### config.mk
export PLATFORM = sky130hd
export DESIGN_NAME = preferred_address_parser_top_flat
export DESIGN_NICKNAME = d
export VERILOG_FILES = /design/src/sv/pap_pkg.sv /design/src/sv/pap_req_if.sv /design/src/sv/pap_rsp_if.sv /design/src/sv/pap_csr_if.sv /design/src/sv/preferred_address_parser_top.sv /design/src/flat_wrapper.sv
export VERILOG_INCLUDE_DIRS = /design/src /design/src/sv
export SDC_FILE = /design/constraint.sdc
export NUM_CORES = 1
export LEC_CHECK = 0
export ABC_AREA = 0
export ABC_CLOCK_PERIOD_IN_PS = 4600
export BUFFER_PORTS_ARGS = -buffer_cell sky130_fd_sc_hd__buf_4
export CORE_ASPECT_RATIO = 1.25
export CORE_MARGIN = 2
export CORE_UTILIZATION = 54
export DETAILED_ROUTE_END_ITERATION = 7
export GPL_ROUTABILITY_DRIVEN = 0
export PLACE_DENSITY = 0.77
export SYNTH_ARGS = -nofsm -noshare
export SYNTH_HDL_FRONTEND = slang
export SYNTH_SLANG_ARGS = --single-unit
### constraint.sdc
create_clock -name clock -period 4.6 [get_ports clock]
set_input_delay 0.23 -clock clock [delete_from_list [all_inputs] [get_ports clock]]
set_output_delay 0.23 -clock clock [all_outputs]
set_load 0.1 [all_outputs]
### src/sv/preferred_address_parser_top_macros.svh
// assertion macros for the preferred address parser
`ifndef PREFERRED_ADDRESS_PARSER_TOP_MACROS_SVH
`define PREFERRED_ADDRESS_PARSER_TOP_MACROS_SVH

// same-cycle implication, sampled on clock, off during reset
`define PAP_ASSERT_NOW(label, ante, cons, msg) \
   label: assert property (@(posedge clock) disable iff (reset) (ante) |-> (cons)) \
      else $error(msg);

// next-cycle implication, sampled on clock, off during reset
`define PAP_ASSERT_NEXT(label, ante, cons, msg) \
   label: assert property (@(posedge clock) disable iff (reset) (ante) |=> (cons)) \
      else $error(msg);

`endif

### src/sv/pap_pkg.sv
// shared widths, field codes, status codes and result type of the parser
package pap_pkg;

   localparam int BYTE_W     = 8;
   localparam int TAG_W      = 4;
   localparam int INDEX_W    = 5;
   localparam int STATUS_W   = 3;
   localparam int CONSUMED_W = 7;
   localparam int VARINT_W   = 62;
   localparam int VALUE_W    = 7;
   localparam int HDR_CNT_W  = 5;

   localparam int MAX_CID_LEN_DEFAULT = 20;
   localparam logic [VARINT_W-1:0] PARAM_ID_RESET = 62'd13;

   // value layout: ipv4(4) port(2) ipv6(16) port(2) cid length(1) cid token(16)
   localparam int IPV4_END       = 4;
   localparam int IPV4_PORT_END  = 6;
   localparam int IPV6_END       = 22;
   localparam int IPV6_PORT_END  = 24;
   localparam int CID_LEN_POS    = 24;
   localparam int CID_START      = 25;
   localparam int TOKEN_LEN      = 16;
   localparam int VALUE_FIXED    = 41;

   localparam logic [TAG_W-1:0] TAG_HEADER    = 4'd0;
   localparam logic [TAG_W-1:0] TAG_IPV4      = 4'd1;
   localparam logic [TAG_W-1:0] TAG_IPV4_PORT = 4'd2;
   localparam logic [TAG_W-1:0] TAG_IPV6      = 4'd3;
   localparam logic [TAG_W-1:0] TAG_IPV6_PORT = 4'd4;
   localparam logic [TAG_W-1:0] TAG_CID_LEN   = 4'd5;
   localparam logic [TAG_W-1:0] TAG_CID       = 4'd6;
   localparam logic [TAG_W-1:0] TAG_TOKEN     = 4'd7;
   localparam logic [TAG_W-1:0] TAG_IGNORED   = 4'd8;

   localparam logic [STATUS_W-1:0] ST_OK        = 3'd0;
   localparam logic [STATUS_W-1:0] ST_TRUNCATED = 3'd1;
   localparam logic [STATUS_W-1:0] ST_WRONG_ID  = 3'd2;
   localparam logic [STATUS_W-1:0] ST_CID_LONG  = 3'd3;
   localparam logic [STATUS_W-1:0] ST_LEN_BAD   = 3'd4;

   typedef struct packed {
      logic [BYTE_W-1:0]     echo_byte;
      logic [TAG_W-1:0]      field_tag;
      logic [INDEX_W-1:0]    field_index;
      logic                  at_end;
      logic [STATUS_W-1:0]   status;
      logic [CONSUMED_W-1:0] consumed_length;
   } rsp_item_type;

endpackage

### src/sv/pap_req_if.sv
// input byte channel of the parser
interface pap_req_if
   import pap_pkg::*;
   ();
   logic              valid;
   logic              ready;
   logic [BYTE_W-1:0] data_byte;
   logic              last;

   modport source (output valid, output data_byte, output last, input ready);
   modport sink (input valid, input data_byte, input last, output ready);
endinterface

### src/sv/pap_rsp_if.sv
// result channel of the parser
interface pap_rsp_if
   import pap_pkg::*;
   ();
   logic                  valid;
   logic                  ready;
   logic [BYTE_W-1:0]     echo_byte;
   logic [TAG_W-1:0]      field_tag;
   logic [INDEX_W-1:0]    field_index;
   logic                  at_end;
   logic [STATUS_W-1:0]   status;
   logic [CONSUMED_W-1:0] consumed_length;

   modport source (output valid, output echo_byte, output field_tag, output field_index,
                   output at_end, output status, output consumed_length, input ready);
   modport sink (input valid, input echo_byte, input field_tag, input field_index,
                 input at_end, input status, input consumed_length, output ready);
endinterface

### src/sv/pap_csr_if.sv
// register write channel of the parser
interface pap_csr_if
   import pap_pkg::*;
   ();
   logic                valid;
   logic                ready;
   logic [VARINT_W-1:0] data;

   modport source (output valid, output data, input ready);
   modport sink (input valid, input data, output ready);
endinterface

### src/sv/preferred_address_parser_top.sv
// preferred address transport parameter parser, one byte per item
//
// req_bus carries one buffer byte per item with a last flag. the block
// decodes the id and length varints, then tags every value byte with its
// field and big-endian index. each item gives exactly one result on rsp_bus;
// the result for the last byte also carries status and consumed length.
// csr_bus writes the expected parameter id (reset value 13), always ready;
// write it only while no item is in flight.
// the result for each accepted byte is registered; one byte is taken per
// cycle while the output stage has room, set by the per-byte state update in a
// single pass between the parse state registers and the result register.
// a two-entry output stage (result register plus skid) lets the block take
// one more item while the receiver stalls; req_bus.ready drops once both
// entries are full and rises again as soon as one is taken.
// reset (synchronous, active high) empties the output stage and returns the
// parser to the start of a buffer. after every last byte the parser also
// returns to the start, keeping the expected id.
module preferred_address_parser_top
   import pap_pkg::*;
   #(
      parameter int MAX_CID_LEN = MAX_CID_LEN_DEFAULT
   ) (
      input  logic   clock,
      input  logic   reset,
      pap_req_if.sink   req_bus,
      pap_rsp_if.source rsp_bus,
      pap_csr_if.sink   csr_bus
   );

`include "preferred_address_parser_top_macros.svh"

   localparam int CID_W = $clog2(MAX_CID_LEN + 1);
   localparam logic [VARINT_W-1:0] LEN_LIMIT = VARINT_W'(VALUE_FIXED + MAX_CID_LEN);

   localparam logic [1:0] PH_ID    = 2'd0;
   localparam logic [1:0] PH_LEN   = 2'd1;
   localparam logic [1:0] PH_VALUE = 2'd2;
   localparam logic [1:0] PH_DONE  = 2'd3;

   logic [VARINT_W-1:0]  expected_id_ff;
   logic [1:0]           phase_ff, phase_in;
   logic [VARINT_W-1:0]  accum_ff, accum_in;
   logic [2:0]           bytes_left_ff, bytes_left_in;
   logic                 id_mismatch_ff, id_mismatch_in;
   logic [VALUE_W-1:0]   value_length_ff, value_length_in;
   logic [HDR_CNT_W-1:0] header_count_ff, header_count_in;
   logic [VALUE_W-1:0]   value_count_ff, value_count_in;
   logic [CID_W-1:0]     cid_length_ff, cid_length_in;
   logic [STATUS_W-1:0]  error_ff, error_in;

   rsp_item_type rsp_ff, rsp_in, skid_ff, skid_in;
   logic         rsp_valid_ff, rsp_valid_in, skid_valid_ff, skid_valid_in;
   rsp_item_type item;

   logic                 req_fire;
   logic [VARINT_W-1:0]  accum_v;
   logic [2:0]           left_v;
   logic [VALUE_W-1:0]   pos;
   logic [VALUE_W-1:0]   cid_off;
   logic [VALUE_W-1:0]   tok_off;

   assign req_bus.ready = !skid_valid_ff;
   assign req_fire      = req_bus.valid && req_bus.ready;
   assign csr_bus.ready = 1'b1;

   always_comb begin
      phase_in        = phase_ff;
      accum_in        = accum_ff;
      bytes_left_in   = bytes_left_ff;
      id_mismatch_in  = id_mismatch_ff;
      value_length_in = value_length_ff;
      header_count_in = header_count_ff;
      value_count_in  = value_count_ff;
      cid_length_in   = cid_length_ff;
      error_in        = error_ff;
      accum_v         = accum_ff;
      left_v          = bytes_left_ff;
      pos             = value_count_ff;
      cid_off         = pos - VALUE_W'(CID_START);
      tok_off         = cid_off - VALUE_W'(cid_length_ff);

      item.echo_byte       = req_bus.data_byte;
      item.field_tag       = TAG_IGNORED;
      item.field_index     = '0;
      item.at_end          = req_bus.last;
      item.status          = ST_OK;
      item.consumed_length = '0;

      unique case (phase_ff)
         PH_ID, PH_LEN: begin
            item.field_tag   = TAG_HEADER;
            item.field_index = INDEX_W'(header_count_ff);
            header_count_in  = header_count_ff + HDR_CNT_W'(1);
            if (bytes_left_ff == 3'd0) begin
               // first varint byte: top two bits select 1, 2, 4 or 8 bytes
               accum_v = {{(VARINT_W-6){1'b0}}, req_bus.data_byte[5:0]};
               unique case (req_bus.data_byte[7:6])
                  2'b00: left_v = 3'd0;
                  2'b01: left_v = 3'd1;
                  2'b10: left_v = 3'd3;
                  2'b11: left_v = 3'd7;
               endcase
            end else begin
               accum_v = {accum_ff[VARINT_W-9:0], req_bus.data_byte};
               left_v  = bytes_left_ff - 3'd1;
            end
            accum_in      = accum_v;
            bytes_left_in = left_v;
            if (left_v == 3'd0) begin
               if (phase_ff == PH_ID) begin
                  id_mismatch_in = accum_v != expected_id_ff;
                  phase_in       = PH_LEN;
               end else if (accum_v > LEN_LIMIT) begin
                  error_in = ST_LEN_BAD;
                  phase_in = PH_DONE;
               end else begin
                  value_length_in = accum_v[VALUE_W-1:0];
                  phase_in = (accum_v[VALUE_W-1:0] == '0) ? PH_DONE : PH_VALUE;
               end
            end
         end
         PH_VALUE: begin
            value_count_in = value_count_ff + VALUE_W'(1);
            if (value_count_in >= value_length_ff) begin
               phase_in = PH_DONE;
            end
            priority if (pos < VALUE_W'(IPV4_END)) begin
               item.field_tag   = TAG_IPV4;
               item.field_index = INDEX_W'(pos);
            end else if (pos < VALUE_W'(IPV4_PORT_END)) begin
               item.field_tag   = TAG_IPV4_PORT;
               item.field_index = INDEX_W'(pos - VALUE_W'(IPV4_END));
            end else if (pos < VALUE_W'(IPV6_END)) begin
               item.field_tag   = TAG_IPV6;
               item.field_index = INDEX_W'(pos - VALUE_W'(IPV4_PORT_END));
            end else if (pos < VALUE_W'(IPV6_PORT_END)) begin
               item.field_tag   = TAG_IPV6_PORT;
               item.field_index = INDEX_W'(pos - VALUE_W'(IPV6_END));
            end else if (pos == VALUE_W'(CID_LEN_POS)) begin
               item.field_tag = TAG_CID_LEN;
               if (req_bus.data_byte > BYTE_W'(MAX_CID_LEN)) begin
                  error_in      = ST_CID_LONG;
                  cid_length_in = '0;
               end else begin
                  cid_length_in = CID_W'(req_bus.data_byte);
               end
            end else if (error_ff == ST_CID_LONG) begin
               item.field_tag = TAG_IGNORED;
            end else if (cid_off < VALUE_W'(cid_length_ff)) begin
               item.field_tag   = TAG_CID;
               item.field_index = INDEX_W'(cid_off);
            end else if (tok_off < VALUE_W'(TOKEN_LEN)) begin
               item.field_tag   = TAG_TOKEN;
               item.field_index = INDEX_W'(tok_off);
            end else begin
               item.field_tag = TAG_IGNORED;
            end
         end
         PH_DONE: begin
            item.field_tag = TAG_IGNORED;
         end
      endcase

      if (req_bus.last) begin
         priority if (phase_in != PH_DONE) begin
            item.status = ST_TRUNCATED;
         end else if (error_in == ST_LEN_BAD) begin
            item.status = ST_LEN_BAD;
         end else if (id_mismatch_in) begin
            item.status = ST_WRONG_ID;
         end else if (error_in == ST_CID_LONG) begin
            item.status = ST_CID_LONG;
         end else if (value_length_in < VALUE_W'(CID_START) ||
                      value_length_in != VALUE_W'(VALUE_FIXED) + VALUE_W'(cid_length_in)) begin
            item.status = ST_LEN_BAD;
         end else begin
            item.consumed_length = CONSUMED_W'(header_count_in) + CONSUMED_W'(value_length_in);
         end
         // next byte starts a new buffer
         phase_in        = PH_ID;
         accum_in        = '0;
         bytes_left_in   = '0;
         id_mismatch_in  = 1'b0;
         value_length_in = '0;
         header_count_in = '0;
         value_count_in  = '0;
         cid_length_in   = '0;
         error_in        = ST_OK;
      end
   end

   // result register with one skid entry behind it
   always_comb begin
      rsp_in        = rsp_ff;
      skid_in       = skid_ff;
      rsp_valid_in  = rsp_valid_ff;
      skid_valid_in = skid_valid_ff;
      if (!rsp_valid_ff || rsp_bus.ready) begin
         if (skid_valid_ff) begin
            rsp_in        = skid_ff;
            rsp_valid_in  = 1'b1;
            skid_valid_in = 1'b0;
         end else if (req_fire) begin
            rsp_in       = item;
            rsp_valid_in = 1'b1;
         end else begin
            rsp_valid_in = 1'b0;
         end
      end else if (req_fire) begin
         skid_in       = item;
         skid_valid_in = 1'b1;
      end
   end

   always_ff @(posedge clock) begin
      if (reset) begin
         expected_id_ff  <= PARAM_ID_RESET;
         phase_ff        <= PH_ID;
         accum_ff        <= '0;
         bytes_left_ff   <= '0;
         id_mismatch_ff  <= 1'b0;
         value_length_ff <= '0;
         header_count_ff <= '0;
         value_count_ff  <= '0;
         cid_length_ff   <= '0;
         error_ff        <= ST_OK;
         rsp_valid_ff    <= 1'b0;
         skid_valid_ff   <= 1'b0;
      end else begin
         if (csr_bus.valid) begin
            expected_id_ff <= csr_bus.data;
         end
         if (req_fire) begin
            phase_ff        <= phase_in;
            accum_ff        <= accum_in;
            bytes_left_ff   <= bytes_left_in;
            id_mismatch_ff  <= id_mismatch_in;
            value_length_ff <= value_length_in;
            header_count_ff <= header_count_in;
            value_count_ff  <= value_count_in;
            cid_length_ff   <= cid_length_in;
            error_ff        <= error_in;
         end
         rsp_valid_ff  <= rsp_valid_in;
         skid_valid_ff <= skid_valid_in;
      end
   end

   always_ff @(posedge clock) begin
      rsp_ff  <= rsp_in;
      skid_ff <= skid_in;
   end

   assign rsp_bus.valid           = rsp_valid_ff;
   assign rsp_bus.echo_byte       = rsp_ff.echo_byte;
   assign rsp_bus.field_tag       = rsp_ff.field_tag;
   assign rsp_bus.field_index     = rsp_ff.field_index;
   assign rsp_bus.at_end          = rsp_ff.at_end;
   assign rsp_bus.status          = rsp_ff.status;
   assign rsp_bus.consumed_length = rsp_ff.consumed_length;

   `PAP_ASSERT_NOW(a_skid_behind_rsp, skid_valid_ff, rsp_valid_ff, "skid full with empty result")
   `PAP_ASSERT_NOW(a_mid_quiet, rsp_valid_ff && !rsp_ff.at_end,
                   rsp_ff.status == ST_OK && rsp_ff.consumed_length == '0,
                   "status or length reported before the last byte")
   `PAP_ASSERT_NOW(a_fail_no_len, rsp_valid_ff && rsp_ff.status != ST_OK,
                   rsp_ff.consumed_length == '0, "consumed length on a failed parse")
   `PAP_ASSERT_NEXT(a_restart, req_fire && req_bus.last,
                    phase_ff == PH_ID && bytes_left_ff == 3'd0 && header_count_ff == '0,
                    "parser not back at buffer start after last byte")

endmodule

### src/flat_wrapper.sv
// flat-port wrapper written by rule: the top's interface ports become plain ports
module preferred_address_parser_top_flat import pap_pkg::*;
#(
      parameter int MAX_CID_LEN = MAX_CID_LEN_DEFAULT
   )
  (clock, reset, req_bus_valid, req_bus_data_byte, req_bus_last, req_bus_ready, rsp_bus_valid, rsp_bus_echo_byte, rsp_bus_field_tag, rsp_bus_field_index, rsp_bus_at_end, rsp_bus_status, rsp_bus_consumed_length, rsp_bus_ready, csr_bus_valid, csr_bus_data, csr_bus_ready);
  pap_req_if req_bus_i ();
  pap_rsp_if rsp_bus_i ();
  pap_csr_if csr_bus_i ();
  input  logic clock;
  input  logic reset;
  input wire logic [$bits(req_bus_i.valid)-1:0] req_bus_valid;
  input wire logic [$bits(req_bus_i.data_byte)-1:0] req_bus_data_byte;
  input wire logic [$bits(req_bus_i.last)-1:0] req_bus_last;
  output wire logic [$bits(req_bus_i.ready)-1:0] req_bus_ready;
  output wire logic [$bits(rsp_bus_i.valid)-1:0] rsp_bus_valid;
  output wire logic [$bits(rsp_bus_i.echo_byte)-1:0] rsp_bus_echo_byte;
  output wire logic [$bits(rsp_bus_i.field_tag)-1:0] rsp_bus_field_tag;
  output wire logic [$bits(rsp_bus_i.field_index)-1:0] rsp_bus_field_index;
  output wire logic [$bits(rsp_bus_i.at_end)-1:0] rsp_bus_at_end;
  output wire logic [$bits(rsp_bus_i.status)-1:0] rsp_bus_status;
  output wire logic [$bits(rsp_bus_i.consumed_length)-1:0] rsp_bus_consumed_length;
  input wire logic [$bits(rsp_bus_i.ready)-1:0] rsp_bus_ready;
  input wire logic [$bits(csr_bus_i.valid)-1:0] csr_bus_valid;
  input wire logic [$bits(csr_bus_i.data)-1:0] csr_bus_data;
  output wire logic [$bits(csr_bus_i.ready)-1:0] csr_bus_ready;
  assign req_bus_i.valid = req_bus_valid;
  assign req_bus_i.data_byte = req_bus_data_byte;
  assign req_bus_i.last = req_bus_last;
  assign req_bus_ready = req_bus_i.ready;
  assign rsp_bus_valid = rsp_bus_i.valid;
  assign rsp_bus_echo_byte = rsp_bus_i.echo_byte;
  assign rsp_bus_field_tag = rsp_bus_i.field_tag;
  assign rsp_bus_field_index = rsp_bus_i.field_index;
  assign rsp_bus_at_end = rsp_bus_i.at_end;
  assign rsp_bus_status = rsp_bus_i.status;
  assign rsp_bus_consumed_length = rsp_bus_i.consumed_length;
  assign rsp_bus_i.ready = rsp_bus_ready;
  assign csr_bus_i.valid = csr_bus_valid;
  assign csr_bus_i.data = csr_bus_data;
  assign csr_bus_ready = csr_bus_i.ready;
  preferred_address_parser_top #(.MAX_CID_LEN(MAX_CID_LEN)) u_core (.clock(clock), .reset(reset), .req_bus(req_bus_i), .rsp_bus(rsp_bus_i), .csr_bus(csr_bus_i));
endmodule
==> metrics.md, run 1 <==
| Metric | Value |
|---|---|
| Count of final hold-check violations | 0 |
| Clk_lat worst skew | 500 ps |
| Largest cells by area after synthesis | dfxtp_1, edfxtp_1, nor2_1, mux2i_1, a22oi_1 |
| R2R Path End | u_core.rsp_bus.consumed_length[6]$_DFFE_PP_ |
| Period utilisation layout | between 90% and 100% |
| Yosys top cell area share | 27.31% |
| Clock Skew | approximately 15 ps |
| Vias per std cell | 6.096 |
| Die area | around 0.022 mm² |
| Status | complete, no violations |
| CP Data Required Time | 4940 ps |
| Hold slack | 5.868 ps |
| Filler Cell Count | 1575 |
| Row count | 58 |
| Worst reg2reg path depth | 16 |
| Setup CP Type | flop to flop |
| Setup crit start | u_core.bytes_left_ff[0]$_SDFFE_PP0P_ |
| CP Max Fanout | 5 |
| Routed Antenna Nets | 0 |
| Endpoints failing setup | 0 |
| 1st-iter DRT viols | slightly below 900 |
| Number of global-route vias before repair | 9630 |
| Hold Path Stages | 3 |
| Overflow after GRT | 0 |
| Reg2reg start | u_core.bytes_left_ff[0]$_SDFFE_PP0P_ |
| # Post-CTS Setup Buffers | 0 |
| Total CTS buffers | 21 |
| Setup_tns | 0 ps |
| Post-synthesis async set-or-reset flop share | 0% |
| Area growth from synthesis to layout | 20.99% |
| Fin nets | 1463 |
| Multi-input gate area | roughly 0.0059 mm² |
| Setup crit end kind | flop |
| Avg Cell Area, Syn | 9.102 µm² |
| Core area | 0.02010 mm² |
| First-pass iteration count of the detailed router | 6 |
| Post-detailed-route wirelength per cell | 19.08 µm |
| Tightest Pin Transition | 1080 ps |
| Final WL | 31230 µm |
| Final instance area | 0.01339 mm² |
| CTS tree | done |
| Synth cell count leaders | nor2_1, dfxtp_1, a22oi_1 |
| Post-synth cell types | 81 |
| Synth Instances | 1216 |
| Sequential share of the synthesized area | approximately 43% |
| First-pass GRT wire length | between 40000 and 50000 µm |
| Die width | 132.1 µm |
| Tmin final | around 4300 ps |
| Layout cells sized above 1 | ~15% |
| Worst-path clk slew | 60 ps |
| Starting Density | 55.06% |
| Highest clock rate | between 0.2 and 0.25 GHz |
| Worst Hold Endpoint | u_core.expected_id_ff[24]$_SDFFE_PP0P_ |
| Number of synthesis warnings | 0 |
| Post-detail-place hpwl | 22130 µm |
| Arrival time at the worst endpoint | 4690 ps |
| Max-cap violations | 0 |
| Leakage power total | 5.142 nW |
| Post-DP Area | 0.01208 mm² |
| Seq. cell area | ~0.0047 mm² |
| HP Start | csr_bus_data[24] |
| Post-synth EDFFs | 56 |
| Area leader, netlist | dfxtp_1 |
| Mapped cell area | 0.01107 mm² |
| Clock sink count | 207 |
| Synth Net Count | 1325 |
| Number of port buffers | 105 |
| I/O pin cnt | roughly 110 |
| Primary FF master, synth | dfxtp_1 |
| Slew Limit Headroom | 27.98% |
| Pin count of the biggest net entering global routing | just under 100 |
| Clock Tree Root | clkbuf_16 |
| H-tree levels | 1 |
| Worst setup SP type | flop |
| Height of the die | ~160 µm |
| Worst-case clock buffer depth | 3 |
| Register-to-register setup slack | 250 ps |
| Overall Global Routing Usage | 28.62% |
| DRC viols | 0 |
| Seq cells post-synth | ~210 |
| # diodes | 0 |
| Via count | 9979 |
| Count leader, synth | nor2_1 |
| Final Max Tran Viols | 0 |
| HP Class | primary input to flop |
| PwrDens | 319.9 mW/mm² |
| Antenna violations before repair | 0 |
| IR drop worst, VDD | 0.0003472 V |
[cells in the final DEF (no fill, tap or decap), types with 10 or more instances in the layout]
cell type      Yosys  layout
a21oi_1           43      43
a22oi_1           69      69
a31oi_1           19      19
buf_4              1     129
clkbuf_16          0      23
dfxtp_1          151     151
dlygate4sd3_1      0      60
edfxtp_1          56      56
ha_1              31      31
inv_1             58      59
mux2_2            13      13
mux2i_1           61      61
nand2_1           62      62
nand2b_1          26      26
nand3_1           14      14
nand4_1           19      19
nor2_1           200     199
nor2b_1           17      16
nor3_1            22      21
nor4_1            22      22
nor4bb_1          11      11
o21ai_0           33      33
o22ai_1           12      12
o31ai_1           12      12
o32ai_1           10      10
xnor2_1           32      32
xor2_1            11      11
[worst max-delay path: stages (launching register included)]
cell and delay [ps]:
dfxtp_1 380, inv_1 80, ha_1 250, and3_1 190, o31a_1 360, or4b_4 590, nor2_1 140, o21ai_0 210
fa_1 520, a21o_1 170, a21oi_1 210, o21bai_1 120, a21oi_1 140, o21ai_0 150, a2111oi_1 440, nand3_1 120
o21ai_1 150
[metal layers]
metal	wire length [µm]	vias up	GRT usage, %
met5	0	-	0
li1	-	4709	-
met4	1939	0	17.09
met2	16050	411	52.94
met1	11560	4735	31.48
met3	1675	124	3.426
[kinds of logic (layout without fill, tap and decap cells)]
family | after synthesis | after routing | synth area share (%)
XOR/XNOR | 43 | 43 | 3.403
flip-flops | 207 | 207 | 42.51
AO/OA/AOI/OAI | 283 | 283 | 18.40
other | 1 | 1 | 0.03388
AND/OR/NAND/NOR | 441 | 441 | 19.87
buffers and inverters | 132 | 283 | 4.816
adder cells (fa/ha/maj) | 33 | 33 | 3.866
multiplexers | 76 | 76 | 7.099
[timing repair]
item	4_1_cts	5_1_grt
gates resized for setup	0	3
hold endpoints to repair	60	0
hold buffers	60	0
endpoints found under the setup margin	0	1
[power breakdown]
part / total [mW] / leakage [nW] / switching, mW / internal [mW]
logic: 0.567 / 3.02 / 0.360 / 0.207
registers: 1.98 / 1.77 / 0.0542 / 1.93
clock network: 1.73 / 0.348 / 0.702 / 1.03
[how the worst max path moves through the flow]
stage	end	slack, ps	depth (start not counted)
after floorplan	u_core.rsp_bus.consumed_length[6]$_DFFE_PP_	270	17
after global placement	u_core.rsp_bus.consumed_length[6]$_DFFE_PP_	440	16
after detailed placement	u_core.rsp_bus.consumed_length[6]$_DFFE_PP_	290	16
after CTS	u_core.rsp_bus.consumed_length[6]$_DFFE_PP_	260	16
after global routing	u_core.rsp_bus.consumed_length[6]$_DFFE_PP_	-3	18
final	u_core.rsp_bus.consumed_length[6]$_DFFE_PP_	250	16
[metrics by stage]
step / worst slack, ps / util, % / total power, mW / instances
final: 250.1 / 66.62 / 4.283 / 1637
after global routing: -2.645 / 66.62 / 4.419 / 1637
after CTS: 256.1 / 66.56 / 4.291 / 1637
after detailed placement: 289.4 / 60.10 / 2.538 / 1541
after global placement: 436.2 / 60.10 / 2.530 / 1541
after floorplan: 270.1 / - / 2.367 / 1216
[flip-flops by register name, summed over array words and instances, names as in the netlist]
signal and flops:
u_core.expected_id_ff 62, u_core.accum_ff 54, u_core.skid_ff 28, u_core.rsp_bus.echo_byte 8, u_core.pos 7, u_core.rsp_bus.consumed_length 7
u_core.value_length_ff 7, u_core.cid_length_ff 5, u_core.header_count_ff 5, u_core.rsp_bus.field_index 5, u_core.rsp_bus.field_tag 4, u_core.bytes_left_ff 3
u_core.error_ff 3, u_core.rsp_bus.status 3, u_core.phase_ff 2, u_core.id_mismatch_ff 1, u_core.rsp_bus.at_end 1, u_core.rsp_bus.valid 1
u_core.skid_valid_ff 1
[layout make-up]
class                      count  share of cell area (%)
clock inverter                 4                  0.3737
clock buffer                  32                   4.849
sequential                   207                   35.13
timing repair buffer         189                   11.72
multi-input combinational    877                   43.78
inverter                      58                   1.626
tap                          270                   2.523
Power figures use the tool's default switching activity.
==> inputs of run 2 (changes only) <==
--- a/config.mk
+++ b/config.mk
@@ -9,12 +9,11 @@
 export ABC_AREA = 0
 export ABC_CLOCK_PERIOD_IN_PS = 4600
 export BUFFER_PORTS_ARGS = -buffer_cell sky130_fd_sc_hd__buf_4
-export CORE_ASPECT_RATIO = 1.25
 export CORE_MARGIN = 2
 export CORE_UTILIZATION = 54
 export DETAILED_ROUTE_END_ITERATION = 7
 export GPL_ROUTABILITY_DRIVEN = 0
-export PLACE_DENSITY = 0.77
+export PLACE_DENSITY = 0.73
 export SYNTH_ARGS = -nofsm -noshare
 export SYNTH_HDL_FRONTEND = slang
 export SYNTH_SLANG_ARGS = --single-unit
==> metrics.md, run 2 (same netlist as run 1, synthesis figures left out) <==
| Metric | Value |
|---|---|
| Fin nets | 1467 (+0.27%) |
| Filler Cell Count | 1649 (+4.7%) |
| Max-cap violations | 0 (unchanged) |
| PwrDens | 330.8 mW/mm² (+3.4%) |
| Clock sink count | 207 (unchanged) |
| Core area | 0.02017 mm² (+0.34%) |
| Slew Limit Headroom | 19.13% (-8.9 points) |
| Height of the die | 147.2 µm (-10%) |
| Top reg by flops | u_core.expected_id_ff |
| Total CTS buffers | 22 (+4.8%) |
| First-pass iteration count of the detailed router | 6 (unchanged) |
| Final Util | 67.17% (+0.55 points) |
| 1st-iter DRT viols | 967 (+8.0%) |
| Worst setup SP type | flop |
| Leakage power total | 5.212 nW (+1.4%) |
| Tightest Pin Transition | 1213 ps (+132.8 ps) |
| Largest regs | u_core.expected_id_ff x62, u_core.accum_ff x54, u_core.skid_ff x28 |
| Worst-path clk slew | 60 ps (about the same) |
| I/O pin cnt | 107 (unchanged) |
| Setup_tns | 0 ps (unchanged) |
| Area growth from synthesis to layout | 22.41% |
| Post-detail-place hpwl | 21560 µm (-2.6%) |
| Setup crit end kind | flop |
| Number of global-route vias before repair | 9363 (-2.8%) |
| Most frequent cells in the layout | nor2_1, dfxtp_1, buf_4, a22oi_1, dlygate4sd3_1 |
| Worst reg2reg path depth | 18 (+2) |
| Via count | 9851 (-1.3%) |
| Post-DP Area | 0.01207 mm² (about the same) |
| Final Max Tran Viols | 0 (unchanged) |
| RSZ-0062 raised after global routing | false |
| Starting Density | 54.88% (-0.18 points) |
| Tmin final | 4275 ps (-75.40 ps) |
| Pin count of the biggest net entering global routing | 99 (unchanged) |
| CP Max Fanout | 6 (+1) |
| Status | complete, no violations |
| Worst-case clock buffer depth | 3 (unchanged) |
| # diodes | 0 (unchanged) |
| Period utilisation layout | 92.92% (-1.6 points) |
| Setup CP Type | flop to flop |
| Register-to-register setup slack | 330 ps (+80 ps) |
| Clock Tree Root | clkbuf_16 |
| Die width | 147.2 µm (+11%) |
| H-tree levels | 1 (unchanged) |
| Number of port buffers | 105 (unchanged) |
| CTS tree | done |
| Arrival time at the worst endpoint | 4640 ps (-50 ps) |
| # Post-CTS Setup Buffers | 0 (unchanged) |
| Post-detailed-route wirelength per cell | 19.09 µm (about the same) |
| Row count | 52 (-10%) |
| Endpoints failing setup | 0 (unchanged) |
| First-pass GRT wire length | 50270 µm (+0.82%) |
| Routed Antenna Nets | 0 (unchanged) |
| Reg2reg start | u_core.bytes_left_ff[0]$_SDFFE_PP0P_ |
| Max FFs per register | 62 (unchanged) |
| DRC viols | 0 (unchanged) |
| IR drop worst, VDD | 0.0002533 V (-27%) |
| Setup crit start | u_core.bytes_left_ff[0]$_SDFFE_PP0P_ |
| Final instance area | 0.01355 mm² (+1.2%) |
| Overall Global Routing Usage | 28.79% (+0.17 points) |
| Critical path endpoint | u_core.rsp_bus.consumed_length[6]$_DFFE_PP_ |
| Clk_lat worst skew | 520 ps (+20 ps) |
| HP Class | primary input to flop |
| Layout cells sized above 1 | 15.79% (+0.72 points) |
| Overflow after GRT | 0 (unchanged) |
| Vias per std cell | 5.992 (-1.7%) |
| Die area | 0.02166 mm² (about the same) |
| Antenna violations before repair | 0 (unchanged) |
| Highest clock rate | 0.2339 GHz (+1.8%) |
| Most common cell after layout, fill and taps aside | nor2_1 |
| R2R Path End | u_core.rsp_bus.consumed_length[6]$_DFFE_PP_ |
| Clock Skew | 23.17 ps (+7.891 ps) |
| Count of final hold-check violations | 0 (unchanged) |
| Final WL | 31380 µm (+0.48%) |
| CP Data Required Time | 4970 ps (+30 ps) |
==> run 2: cell count changes in the layout (fill, tap and decap cells not counted), sizes merged <==
cell,before,now
inv,60,59
clkinv,1,6
clkbuf,32,29
bufinv,1,3
dlygate4sd3,60,64
clkinvlp,0,1
buf,129,128
==> run 2: how the worst min path moves through the flow <==
stage                                               startpoint  cells after the start  slack, ps                                     to
final                                          csr_bus_data[9]                      3         10  u_core.expected_id_ff[9]$_SDFFE_PP0P_
after global routing                      req_bus_data_byte[7]                      1         20           u_core.skid_ff[27]$_DFFE_PP_
after global placement    u_core.bytes_left_ff[1]$_SDFFE_PP0P_                      2        440   u_core.bytes_left_ff[1]$_SDFFE_PP0P_
after CTS                                 req_bus_data_byte[5]                      1          5           u_core.skid_ff[25]$_DFFE_PP_
after floorplan                                   req_bus_last                      0        330           u_core.skid_ff[10]$_DFFE_PP_
after detailed placement                       csr_bus_data[3]                      2        440  u_core.expected_id_ff[3]$_SDFFE_PP1P_
==> run 2: area by class of cell <==
| cell class | count | area [µm²] | share of cell area, % |
|---|---|---|---|
| inverter | 58 | 217.7 | 1.607 |
| sequential | 207 | 4705 | 34.72 |
| timing repair buffer | 192 | 1602 | 11.82 |
| tap | 270 | 337.8 | 2.494 |
| multi-input combinational | 877 | 5874 | 43.36 |
| clock buffer | 29 | 659.4 | 4.867 |
| clock inverter | 11 | 152.6 | 1.127 |
==> run 2: repair_timing <==
item	CTS	global route
gates resized for setup	0	7
endpoints found under the hold margin	64	0
endpoints found under the setup margin	0	1
hold buffers	64	0
==> run 2: metrics by stage <==
| step | total power [mW] | hold WS (ps) | setup WS (ps) | std cells |
|---|---|---|---|---|
| floorplan | 2.367 | 328.9 | 270.1 | 1216 |
| finish | 4.482 | 11.99 | 325.5 | 1644 |
| CTS | 4.493 | 4.955 | 200.7 | 1644 |
| detailed placement | 2.536 | 442.5 | 243.7 | 1540 |
| global placement | 2.530 | 441.1 | 346.7 | 1540 |
| global route | 4.624 | 20.04 | 56.29 | 1644 |
==> run 2: worst max-delay path, cell delays in order (launching register included) <==
cell and delay (ps):
dfxtp_1 370, inv_1 70, ha_1 240, and3_1 200
o31a_1 360, or4b_4 590, nor2_2 150, buf_4 160
nand2_1 50, o21ai_0 140, ha_1 330, a21o_1 200
a21oi_2 170, o21bai_1 110, a21oi_1 140, o21ai_0 170
a2111oi_2 390, nand3_1 130, o21ai_1 130
==> run 2: routing by layer <==
layer  global-route usage [%]  part of all wire [%]  vias up
li1                         -                     -     4718
met1                    41.47                    45     4636
met3                    5.652                   8.7       53
met5                        0                     0        -
met2                    44.37                    44      444
met4                    7.837                   2.0        0
==> run 2: where the power goes <==
group | switching, mW | total, mW | internal [mW]
logic | 0.363 | 0.569 | 0.206
registers | 0.0550 | 1.99 | 1.93
clock network | 0.742 | 1.93 | 1.19
==> inputs of run 3 (changes only) <==
--- a/config.mk
+++ b/config.mk
@@ -7,13 +7,15 @@
 export NUM_CORES = 1
 export LEC_CHECK = 0
 export ABC_AREA = 0
-export ABC_CLOCK_PERIOD_IN_PS = 4600
+export ABC_CLOCK_PERIOD_IN_PS = 5050
 export BUFFER_PORTS_ARGS = -buffer_cell sky130_fd_sc_hd__buf_4
+export CAP_MARGIN = 20
 export CORE_MARGIN = 2
-export CORE_UTILIZATION = 54
+export CORE_UTILIZATION = 64
 export DETAILED_ROUTE_END_ITERATION = 7
 export GPL_ROUTABILITY_DRIVEN = 0
-export PLACE_DENSITY = 0.73
+export HOLD_SLACK_MARGIN = 0.05
+export PLACE_DENSITY = 0.81
 export SYNTH_ARGS = -nofsm -noshare
 export SYNTH_HDL_FRONTEND = slang
 export SYNTH_SLANG_ARGS = --single-unit
==> constraint.sdc (replaced) <==
create_clock -name clock -period 5.05 [get_ports clock]
set_input_delay 0.2525 -clock clock [delete_from_list [all_inputs] [get_ports clock]]
set_output_delay 0.2525 -clock clock [all_outputs]
set_load 0.1 [all_outputs]
==> metrics.md, run 3 (same netlist as run 1, synthesis figures left out) <==
| Metric | Value |
|---|---|
| # Post-CTS Setup Buffers | 0 (unchanged) |
| H-tree levels | 1 (unchanged) |
| Number of global-route vias before repair | 9882 (+5.5%) |
| Clock sink count | 207 (unchanged) |
| CP Data Required Time | 5310 ps (+340 ps) |
| CP Max Fanout | 16 (+10) |
| Final WL | 32790 µm (+4.5%) |
| Slack of the critical path | 495.7 ps (+170.2 ps) |
| Most Crowded Layer GR | met2 |
| Max FFs per register | 62 (unchanged) |
| Die width | 135.5 µm (-7.9%) |
| Status | complete, no violations |
| Vias per std cell | 6.436 (+7.4%) |
| Area growth from synthesis to layout | 20.88% |
| Leakage power total | 5.149 nW (-1.2%) |
| Tmin final | 4554 ps (+279.8 ps) |
| Period utilisation layout | 90.18% (-2.7 points) |
| Endpoints failing setup | 0 (unchanged) |
| Count of final hold-check violations | 0 (unchanged) |
| Clock Skew | 17.40 ps (-5.772 ps) |
| CTS tree | done |
| DRC viols | 0 (unchanged) |
| Via count | 10.27k (+4.2%) |
| Top reg by flops | u_core.expected_id_ff |
| Worst-path clk slew | 60 ps (about the same) |
| GR Util met1 | 41.76% (+0.29 points) |
| Setup slack after placement | 609.9 ps (+366.2 ps) |
| Clk_lat worst skew | 520 ps (about the same) |
| Max-cap violations | 0 (unchanged) |
| Worst-case clock buffer depth | 3 (unchanged) |
| IR drop worst, VDD | 0.0003423 V (+35%) |
| Setup_tns | 0 ps (unchanged) |
| Row count | 48 (-7.7%) |
| Placed cells | 1486 (-3.5%) |
| Height of the die | 135.5 µm (-7.9%) |
| Setup crit end kind | flop |
| Overflow after GRT | 0 (unchanged) |
| Fin nets | 1463 (-0.27%) |
| Die area | 0.01836 mm² (-15%) |
| First-pass iteration count of the detailed router | 6 (unchanged) |
| # diodes | 0 (unchanged) |
| Final instance area | 0.01338 mm² (-1.2%) |
| Setup CP Type | flop to flop |
| Core area | 0.01712 mm² (-15%) |
| Most common cell after layout, fill and taps aside | nor2_1 |
| HP Class | primary input to flop |
| Filler Cell Count | 1155 (-30%) |
| Antenna violations before repair | 0 (unchanged) |
| Post-route non-filler standard cell count | 1595 (-3.0%) |
| Slowest stage delay, CP | 630 ps (+40 ps) |
| Tightest Pin Transition | 1157 ps (-56.43 ps) |
| Largest regs | u_core.expected_id_ff x62, u_core.accum_ff x54, u_core.skid_ff x28 |
| 1st-iter DRT viols | 1087 (+12%) |
| Layout cells sized above 1 | 14.53% (-1.3 points) |
| Global routing usage on met2 | 61.05% (+17 points) |
| CP max-delay cell | dfxtp_1 |
| Most frequent cells in the layout | nor2_1, dfxtp_1, buf_4, a22oi_1, dlygate4sd3_1 |
| I/O pin cnt | 107 (unchanged) |
| Arrival time at the worst endpoint | 4820 ps (+180 ps) |
| Crit-path most repeated cell | ha_1 |
| Number of port buffers | 105 (unchanged) |
| Grt met3 use | 4.826% (-0.83 points) |
| Post-detail-place hpwl | 21280 µm (-1.3%) |
| Routed Antenna Nets | 0 (unchanged) |
| Hold slack | 55.52 ps (+43.54 ps) |
| Post-detailed-route wirelength per cell | 20.56 µm (+7.7%) |
| Starting Density | 64.66% (+9.8 points) |
| Slew Limit Headroom | 22.60% (+3.5 points) |
| First-pass GRT wire length | 51340 µm (+2.1%) |
| Total CTS buffers | 22 (unchanged) |
| Overall Global Routing Usage | 35.31% (+6.5 points) |
| Pin count of the biggest net entering global routing | 79 (-20%) |
| Cell breakdown of the critical path | ha_1 > nor4bb_1 > nor4b_4 > buf_4 > mux2_4 > ha_1 > nand4_1 > mux2_2 > and3_1 > or4_1 > a221oi_4 > o211ai_4 > a41o_1 |
| Final Max Tran Viols | 0 (unchanged) |
| RSZ-0062 raised after global routing | false |
| Post-DP Area | 0.01195 mm² (-1.0%) |
| PwrDens | 298.3 mW/mm² (-9.8%) |
| Highest clock rate | 0.2196 GHz (-6.1%) |
| Worst setup SP type | flop |
| Clock Tree Root | clkbuf_16 |
[run 3: changes by cell type in the layout (fill, tap and decap cells not counted), moves of 2 or more]
cell           change
buf_4              -9
clkinv_1           +2
clkinv_4           -2
clkinv_2           +2
clkbuf_16          -2
dlygate4sd3_1      +5
clkbuf_1           +2
[run 3: path summary, 6_finish.rpt]
check | start | end | slack (ps) | cells after the start
worst max-delay path | u_core.pos[3]$_SDFFE_PP0P_ | u_core.rsp_bus.status[2]$_DFFE_PP_ | 500 | 13
worst min-delay path | req_bus_valid | u_core.skid_valid_ff$_SDFFE_PP0P_ | 60 | 3
worst min register to register | u_core.bytes_left_ff[1]$_SDFFE_PP0P_ | u_core.bytes_left_ff[1]$_SDFFE_PP0P_ | 470 | 2
worst max register to register | u_core.pos[3]$_SDFFE_PP0P_ | u_core.rsp_bus.status[2]$_DFFE_PP_ | 500 | 13
[run 3: worst max-delay path: cells and delay by family, from the launching register on]
kind                     cells  cell delay [ps]
AO/OA/AOI/OAI                3              850
adder cells (fa/ha/maj)      2              520
buffers and inverters        1              250
flip-flops                   1              630
multiplexers                 2              580
AND/OR/NAND/NOR              5             1440
[run 3: where the power goes]
part | switching (mW) | internal [mW]
sequential | 0.0513 | 1.76
clock | 0.674 | 0.978
combinational | 0.338 | 0.191
[run 3: layer usage]
metal | share of wire, % | vias to the layer above
met3 | 6.9 | 164
met1 | 37 | 4828
met4 | 6.7 | 0
met5 | 0 | -
li1 | - | 4699
met2 | 50 | 574
[run 3: layout make-up]
cell class	count	area, µm²	area share (%)
multi-input combinational	877	5852	43.74
clock inverter	10	108.9	0.8136
tap	225	281.5	2.104
inverter	58	217.7	1.627
sequential	207	4705	35.16
clock buffer	30	630.6	4.713
timing repair buffer	188	1584	11.84
[run 3: metrics by stage]
| step | util [%] | power [mW] |
|---|---|---|
| 4_1_cts | 78.17 | 3.971 |
| 2_1_floorplan | - | 2.156 |
| 5_1_grt | 78.17 | 4.089 |
| 3_5_place_dp | 69.81 | 2.311 |
| 6_report | 78.17 | 3.990 |
| 3_3_place_gp | 69.81 | 2.303 |
[run 3: timing repair]
action                    CTS  global route
hold buffers               69             0
resized for setup           0             0
hold endpoints to repair   69             0
